`src/design/sog_pkg.sv`:
```
// Shared types, widths, codes and saturation helpers for the symmetry orbit generator.
// No dependencies; imported by sog_mac and symmetry_orbit_generator.
`timescale 1ns / 1ps

package sog_pkg;

    localparam int COORD_W  = 32;
    localparam int COEF_W   = 18;
    localparam int FRAC_W   = 16;
    localparam int PROD_W   = COEF_W + COORD_W;
    localparam int PFLR_W   = PROD_W - FRAC_W;
    localparam int ACC_W    = PFLR_W + 1;
    localparam int FOLD_W   = 7;
    localparam int MAX_FOLD = 64;

    localparam logic [1:0] OP_ROTATE  = 2'd0;
    localparam logic [1:0] OP_REFLECT = 2'd1;
    localparam logic [1:0] OP_INVERT  = 2'd2;

    localparam logic [1:0] AXIS_X    = 2'd0;
    localparam logic [1:0] AXIS_Y    = 2'd1;
    localparam logic [1:0] AXIS_Z    = 2'd2;
    localparam logic [1:0] AXIS_NONE = 2'd3;

    localparam logic [1:0] REG_FOLD_COUNT = 2'd0;
    localparam logic [1:0] REG_ROT_COS    = 2'd1;
    localparam logic [1:0] REG_ROT_SIN    = 2'd2;

    typedef logic signed [COORD_W-1:0] coord_t;
    typedef logic signed [COEF_W-1:0]  coef_t;
    typedef logic signed [ACC_W-1:0]   acc_t;

    // Control word from the sequencer to the shared multiply-accumulate unit
    typedef struct packed {
        logic issue;
        logic first;
        logic sub;
    } mac_ctrl_t;

    typedef enum logic [3:0] {
        ST_IDLE = 4'b0001,
        ST_LOAD = 4'b0010,
        ST_ROT  = 4'b0100,
        ST_NEG  = 4'b1000
    } seq_state_t;

    function automatic coord_t sat_coord(input acc_t v);
        acc_t hi;
        acc_t lo;
        hi = acc_t'({1'b0, {(COORD_W-1){1'b1}}});
        lo = -hi - acc_t'(1);
        if (v > hi) begin
            return coord_t'(hi[COORD_W-1:0]);
        end else if (v < lo) begin
            return coord_t'(lo[COORD_W-1:0]);
        end
        return coord_t'(v[COORD_W-1:0]);
    endfunction

    function automatic coord_t neg_coord(input coord_t v);
        acc_t wide;
        wide = {{(ACC_W-COORD_W){v[COORD_W-1]}}, v};
        return sat_coord(-wide);
    endfunction

endpackage

```
`src/design/sog_mac.sv`:
```
// Shared multiply-accumulate unit: coefficient times coordinate, floored to Q16.16,
// summed over two products and saturated. Depends on sog_pkg.
`timescale 1ns / 1ps

module sog_mac
    import sog_pkg::*;
(
    input  logic      aclk,
    input  logic      aresetn,
    input  mac_ctrl_t ctrl,
    input  coef_t     coef,
    input  coord_t    operand,
    output coord_t    result
);

    logic signed [PROD_W-1:0] prod_full;
    logic signed [PFLR_W-1:0] prod_reg;
    logic                     pend_reg;
    logic                     first_reg;
    logic                     sub_reg;
    acc_t                     acc_reg;
    acc_t                     acc_next;
    acc_t                     prod_ext;

    assign prod_full = PROD_W'(coef) * PROD_W'(operand);

    // Stage one: register the floored product
    always_ff @(posedge aclk) begin
        if (!aresetn) begin
            pend_reg <= 1'b0;
        end else begin
            pend_reg <= ctrl.issue;
        end
        prod_reg  <= prod_full[PROD_W-1:FRAC_W];
        first_reg <= ctrl.first;
        sub_reg   <= ctrl.sub;
    end

    assign prod_ext = {prod_reg[PFLR_W-1], prod_reg};

    always_comb begin
        acc_next = acc_reg;
        if (pend_reg) begin
            if (first_reg) begin
                acc_next = prod_ext;
            end else if (sub_reg) begin
                acc_next = acc_reg - prod_ext;
            end else begin
                acc_next = acc_reg + prod_ext;
            end
        end
    end

    // Stage two: accumulate
    always_ff @(posedge aclk) begin
        acc_reg <= acc_next;
    end

    assign result = sat_coord(acc_reg);

endmodule

```
`src/design/symmetry_orbit_generator.sv`:
```
// Symmetry orbit generator: accepts a point, operation and axis, emits its orbit.
// Rotated points are computed on the shared multiply-accumulate unit (four products per
// step); pair points are negated directly. A new point is accepted only once the
// previous orbit has been fully handed to the output register; output back-pressure
// stalls the sequence.
// Reset: synchronous active-low aresetn; fold_count 1, cos 1.0, sin 0, output idle.
// Depends on sog_pkg and sog_mac.
`timescale 1ns / 1ps

module symmetry_orbit_generator
    import sog_pkg::*;
(
    input  logic                    aclk,
    input  logic                    aresetn,
    // Config write port
    input  logic                    cfg_wr_en,
    input  logic [1:0]              cfg_index,
    input  logic [COEF_W-1:0]       cfg_wr_data,
    // Input words
    input  logic                    s_tvalid,
    output logic                    s_tready,
    input  logic [3*COORD_W-1:0]    s_tdata,   // point_x, point_y, point_z
    input  logic [3:0]              s_tuser,   // operation, axis
    // Output words
    output logic                    m_tvalid,
    input  logic                    m_tready,
    output logic [3*COORD_W-1:0]    m_tdata,   // out_x, out_y, out_z
    output logic                    m_tlast
);

    logic [FOLD_W-1:0] fold_reg;
    coef_t             cos_reg;
    coef_t             sin_reg;

    seq_state_t        state_reg, state_next;
    coord_t            point_reg [3];
    logic [1:0]        op_reg;
    logic [1:0]        axis_reg;
    logic [FOLD_W-1:0] left_reg;
    logic [FOLD_W-1:0] left_init;
    logic [2:0]        phase_reg;

    coord_t            out_reg [3];
    logic              out_last_reg;
    logic              out_valid_reg;
    logic              out_free;
    logic              do_load;
    logic              s_accept;

    logic [1:0]        u_idx;
    logic [1:0]        v_idx;
    mac_ctrl_t         mac_ctrl;
    coef_t             mac_coef;
    coord_t            mac_operand;
    coord_t            mac_result;

    // Config registers
    always_ff @(posedge aclk) begin
        if (!aresetn) begin
            fold_reg <= FOLD_W'(1);
            cos_reg  <= coef_t'(65536);
            sin_reg  <= '0;
        end else if (cfg_wr_en) begin
            case (cfg_index)
                REG_FOLD_COUNT: fold_reg <= cfg_wr_data[FOLD_W-1:0];
                REG_ROT_COS:    cos_reg  <= coef_t'(cfg_wr_data);
                REG_ROT_SIN:    sin_reg  <= coef_t'(cfg_wr_data);
                default:        ;
            endcase
        end
    end

    assign s_tready = (state_reg == ST_IDLE);
    assign s_accept = s_tvalid && s_tready;
    assign out_free = !out_valid_reg || m_tready;
    assign do_load  = (state_reg == ST_LOAD) && out_free;

    always_comb begin
        case (s_tuser[1:0])
            OP_ROTATE: begin
                if (fold_reg == '0) begin
                    left_init = FOLD_W'(1);
                end else if (fold_reg > FOLD_W'(MAX_FOLD)) begin
                    left_init = FOLD_W'(MAX_FOLD);
                end else begin
                    left_init = fold_reg;
                end
            end
            OP_REFLECT, OP_INVERT: left_init = FOLD_W'(2);
            default:               left_init = FOLD_W'(1);
        endcase
    end

    // Rotation plane: u' = c*u - s*v, v' = s*u + c*v
    always_comb begin
        case (axis_reg)
            AXIS_X: begin
                u_idx = 2'd1;
                v_idx = 2'd2;
            end
            AXIS_Y: begin
                u_idx = 2'd2;
                v_idx = 2'd0;
            end
            default: begin
                u_idx = 2'd0;
                v_idx = 2'd1;
            end
        endcase
    end

    always_comb begin
        mac_ctrl    = '0;
        mac_coef    = cos_reg;
        mac_operand = point_reg[u_idx];
        if (state_reg == ST_ROT) begin
            case (phase_reg)
                3'd0: begin
                    mac_ctrl    = '{issue: 1'b1, first: 1'b1, sub: 1'b0};
                    mac_coef    = cos_reg;
                    mac_operand = point_reg[u_idx];
                end
                3'd1: begin
                    mac_ctrl    = '{issue: 1'b1, first: 1'b0, sub: 1'b1};
                    mac_coef    = sin_reg;
                    mac_operand = point_reg[v_idx];
                end
                3'd2: begin
                    mac_ctrl    = '{issue: 1'b1, first: 1'b1, sub: 1'b0};
                    mac_coef    = sin_reg;
                    mac_operand = point_reg[u_idx];
                end
                3'd3: begin
                    mac_ctrl    = '{issue: 1'b1, first: 1'b0, sub: 1'b0};
                    mac_coef    = cos_reg;
                    mac_operand = point_reg[v_idx];
                end
                default: ;
            endcase
        end
    end

    sog_mac u_mac (
        .aclk    (aclk),
        .aresetn (aresetn),
        .ctrl    (mac_ctrl),
        .coef    (mac_coef),
        .operand (mac_operand),
        .result  (mac_result)
    );

    always_comb begin
        state_next = state_reg;
        case (state_reg)
            ST_IDLE: begin
                if (s_accept) begin
                    state_next = ST_LOAD;
                end
            end
            ST_LOAD: begin
                if (out_free) begin
                    if (left_reg == FOLD_W'(1)) begin
                        state_next = ST_IDLE;
                    end else if (op_reg != OP_ROTATE) begin
                        state_next = ST_NEG;
                    end else if (axis_reg != AXIS_NONE) begin
                        state_next = ST_ROT;
                    end
                end
            end
            ST_ROT: begin
                if (phase_reg == 3'd5) begin
                    state_next = ST_LOAD;
                end
            end
            ST_NEG:  state_next = ST_LOAD;
            default: state_next = ST_IDLE;
        endcase
    end

    always_ff @(posedge aclk) begin
        if (!aresetn) begin
            state_reg     <= ST_IDLE;
            phase_reg     <= '0;
            left_reg      <= '0;
            out_valid_reg <= 1'b0;
        end else begin
            state_reg <= state_next;
            if (state_reg == ST_ROT) begin
                phase_reg <= phase_reg + 3'd1;
            end else begin
                phase_reg <= '0;
            end
            if (s_accept) begin
                left_reg <= left_init;
            end else if (do_load) begin
                left_reg <= left_reg - FOLD_W'(1);
            end
            if (do_load) begin
                out_valid_reg <= 1'b1;
            end else if (m_tready) begin
                out_valid_reg <= 1'b0;
            end
        end
    end

    // Point registers and output word
    always_ff @(posedge aclk) begin
        if (s_accept) begin
            op_reg       <= s_tuser[1:0];
            axis_reg     <= s_tuser[3:2];
            point_reg[0] <= coord_t'(s_tdata[COORD_W-1:0]);
            point_reg[1] <= coord_t'(s_tdata[2*COORD_W-1:COORD_W]);
            point_reg[2] <= coord_t'(s_tdata[3*COORD_W-1:2*COORD_W]);
        end else if (state_reg == ST_ROT) begin
            if (phase_reg == 3'd3) begin
                point_reg[u_idx] <= mac_result;
            end else if (phase_reg == 3'd5) begin
                point_reg[v_idx] <= mac_result;
            end
        end else if (state_reg == ST_NEG) begin
            for (int i = 0; i < 3; i++) begin
                if (op_reg == OP_INVERT || axis_reg == AXIS_NONE || axis_reg == 2'(i)) begin
                    point_reg[i] <= neg_coord(point_reg[i]);
                end
            end
        end
        if (do_load) begin
            out_reg[0]   <= point_reg[0];
            out_reg[1]   <= point_reg[1];
            out_reg[2]   <= point_reg[2];
            out_last_reg <= (left_reg == FOLD_W'(1));
        end
    end

    assign m_tvalid = out_valid_reg;
    assign m_tdata  = {out_reg[2], out_reg[1], out_reg[0]};
    assign m_tlast  = out_last_reg;

endmodule

```
`config.mk`:
```
export PLATFORM = sky130hd
export DESIGN_NAME = symmetry_orbit_generator
export DESIGN_NICKNAME = d
export VERILOG_FILES = /design/src/design/sog_pkg.sv /design/src/design/sog_mac.sv /design/src/design/symmetry_orbit_generator.sv
export SDC_FILE = /design/constraint.sdc
export NUM_CORES = 2
export LEC_CHECK = 0
export BUFFER_PORTS_ARGS = -buffer_cell sky130_fd_sc_hd__buf_2
export CORE_ASPECT_RATIO = 0.8
export CORE_MARGIN = 5
export CORE_UTILIZATION = 40
export CTS_CLUSTER_SIZE = 24
export DETAILED_ROUTE_END_ITERATION = 16
export GPL_ROUTABILITY_DRIVEN = 0
export SLEW_MARGIN = 30
export SYNTH_ARGS = -nofsm -noshare
export SYNTH_HDL_FRONTEND = slang
export SYNTH_SLANG_ARGS = --single-unit
```
`constraint.sdc`:
```
create_clock -name aclk -period 11.52 [get_ports aclk]
set_clock_uncertainty 0.1 [all_clocks]
set_input_delay 3.456 -clock aclk [delete_from_list [all_inputs] [get_ports aclk]]
set_output_delay 3.456 -clock aclk [all_outputs]
set_load 0.01 [all_outputs]
```
==> out/results.ini <==
[clock_tree]
postCtsHoldBufs=0
postCtsSetupBuffers=0
clock_latency_ns=0.58
clkSinkCount=327
cts.path.max_buffers=3
clk_pin_slew_ns=0.06
cts_resized=0
cts_tree=built
htree_num_levels=2
numCtsBuffers=38
cts-root-buf=clkbuf_16

[placement]
hpwl_um=104000
pre_cts_slack_ns=1.73
io_buffer_count=223

[timing]
fin_setup_tns_ns=0
period_minus_slack_ns=10.06
whs_ns=0.356
hold_viol_final=0
max-slew-margin-rel=0.279
final_max_slew_viol_count=0
rsz0062_at_grt=no
fmax_mhz=99.4
tightest_slew_ns=1.08
min_period_over_period=0.873
setup_viol=0
finalWorstSetupSlack_ns=1.46

[synth]
yosysWarnings=0
synth.avg_cell_area_um2=9.03
ys_ff_latch=327
synth_area_um2=38200
syn-num-nets=5067
synth-edff-count=232
synth_top_area_share=0.290
ys_types=82
postSynthCellCount=4224
yosysTopAreaCell=fa_1
synth_area_leaders=fa_1 (29%), edfxtp_1 (18%), inv_1 (6.4%), nand2_1 (5.6%), ha_1 (5.4%)
ys_seq_area_frac=0.232
synth_flop_cell=edfxtp_1
synthArstFlopShare=0

[detailed_routing]
drt_pass1_iterations=6
top_layer=met5
drc_errors=0
routed_wl_um=129000
wl_met2_um=53500
vias=31902
via_per_inst=5.68
wl_met3_um=15000
wl_met1_um=56200
ant_nets=0
wl_per_cell_um=23.0
dr.first_iter.drc_count=3477

[setup_path]
arrival_ns=10.40
setup.worst_path.end_class=flop
critPathKind=reg -> reg
crit_path_start=state_reg[3]
max_stage_delay_ns=0.77
crit_fanout=15
cp_data_required_time_ns=11.86
cpMaxStageDelayCell=or4b_1
timing.rr.start=state_reg[3]
start_kind=flop
crit_top_cell=fa_1

[die]
die_x_um=355
coreArea_um2=94800
num_rows=101
fp.dieH_um=286
die_area_um2=102000
initial_core_util=0.403
ios=224

[power]
vdd_ir_drop_max_v=0.000188
power_density_nw_per_um2=164
finalPower_mw=6.89
power.leakage_nw=18.1

[layout]
layout_commonest_cell=inv_1
fillers=9223
fin_nets=5189
mostFrequentLayoutCells=inv_1 (653), nand2_1 (570), fa_1 (553)
area_delta_synth_final_pct=10.2
drive_gt1_frac=0.0980
post-route-util=0.444

[global_routing]
antenna_found_initial=6
grt_max_degree=74
grt_pass1_wl_um=196000
grt_usage=0.252
grt-ovfl-total=0
grt_pass1_vias=31039

[run]
maxCapViolCount=0

[status]
status=completed

[worst_hold_path]
hp-start=cos_reg[11]
hp-class=reg -> reg

## worst max-delay path: cells and delay by family, from the launching register on
family | cells | cell delay (ns)
adders and majority gates | 7 | 3.44
and+or+nand+nor | 9 | 3.07
AOI/OAI and AO/OA | 9 | 2.69
DFF | 1 | 0.36
buffers and inverters | 4 | 0.22
## where the power goes
| part | switching (mW) | total, mW | leakage [nW] | internal (mW) |
|---|---|---|---|---|
| Combinational | 2.29 | 3.80 | 14.6 | 1.50 |
| Sequential | 0.288 | 1.82 | 2.92 | 1.53 |
| Clock | 0.533 | 1.27 | 0.617 | 0.741 |
## path summary, 6_finish.rpt
path / slack (ns) / depth (start not counted) / endpoint
max: 1.46 / 29 / u_mac.prod_reg[31]
min: 0.36 / 2 / cos_reg[11]
max reg2reg: 1.46 / 29 / u_mac.prod_reg[31]
min reg2reg: 0.36 / 2 / cos_reg[11]
## through the flow
step,cell area (um2),std cells
global placement,40700,5539
global route,42100,5612
finish,42100,5615
CTS,42000,5610
detailed placement,40700,5540
floorplan,38200,4224
## cells in the mapped netlist (all sizes together), types with 7 or more instances
cell      n
a211oi   16
a21boi   20
a21o     43
a21oi   200
a22o     25
a22oi    59
a311o     8
a31oi    23
a32oi    15
and2     43
and3     10
buf      26
clkbuf  191
dfxtp    95
edfxtp  232
fa      553
ha      165
inv     654
mux2     21
mux2i    37
nand2   572
nand2b   31
nand3    39
nand4    29
nor2    399
nor2b    17
nor3     87
nor3b     9
nor4     41
nor4b    13
o211ai   20
o21a     33
o21ai   143
o21bai    7
o22a      8
o22ai    21
o31ai    21
or2       7
or3      26
or4      14
xnor2   108
xor2     64
## layout make-up
cell class                      instances  area, um2  area share
Multi-Input combinational cell       3026      26200       0.623
Antenna cell                            3       7.51    0.000178
Clock inverter                         24        275     0.00654
Tap cell                             1236       1550      0.0368
Inverter                              654       2450      0.0584
Sequential cell                       327       8870       0.211
Timing Repair Buffer                  299       1720      0.0409
Clock buffer                           46       1000      0.0238
## routing by layer
layer / track usage / up-vias
met3: 0.0649 / 246
met2: 0.364 / 1671
met5: 0 / -
met4: 0.0754 / 6
met1: 0.371 / 15906
li1: - / 14073
## kinds of logic (layout without fill, tap and decap cells)
| group | after synthesis | in the layout | share of synthesized area |
|---|---|---|---|
| simple gates | 1364 | 1364 | 0.160 |
| compound gates | 714 | 714 | 0.122 |
| flops | 327 | 327 | 0.232 |
| fa+ha+maj | 718 | 718 | 0.344 |
| other cells | 0 | 3 | 0 |
| xor+xnor | 172 | 172 | 0.0395 |
| buf+inv | 871 | 1023 | 0.0860 |
| mux | 58 | 58 | 0.0159 |
Power figures use the tool's default switching activity.
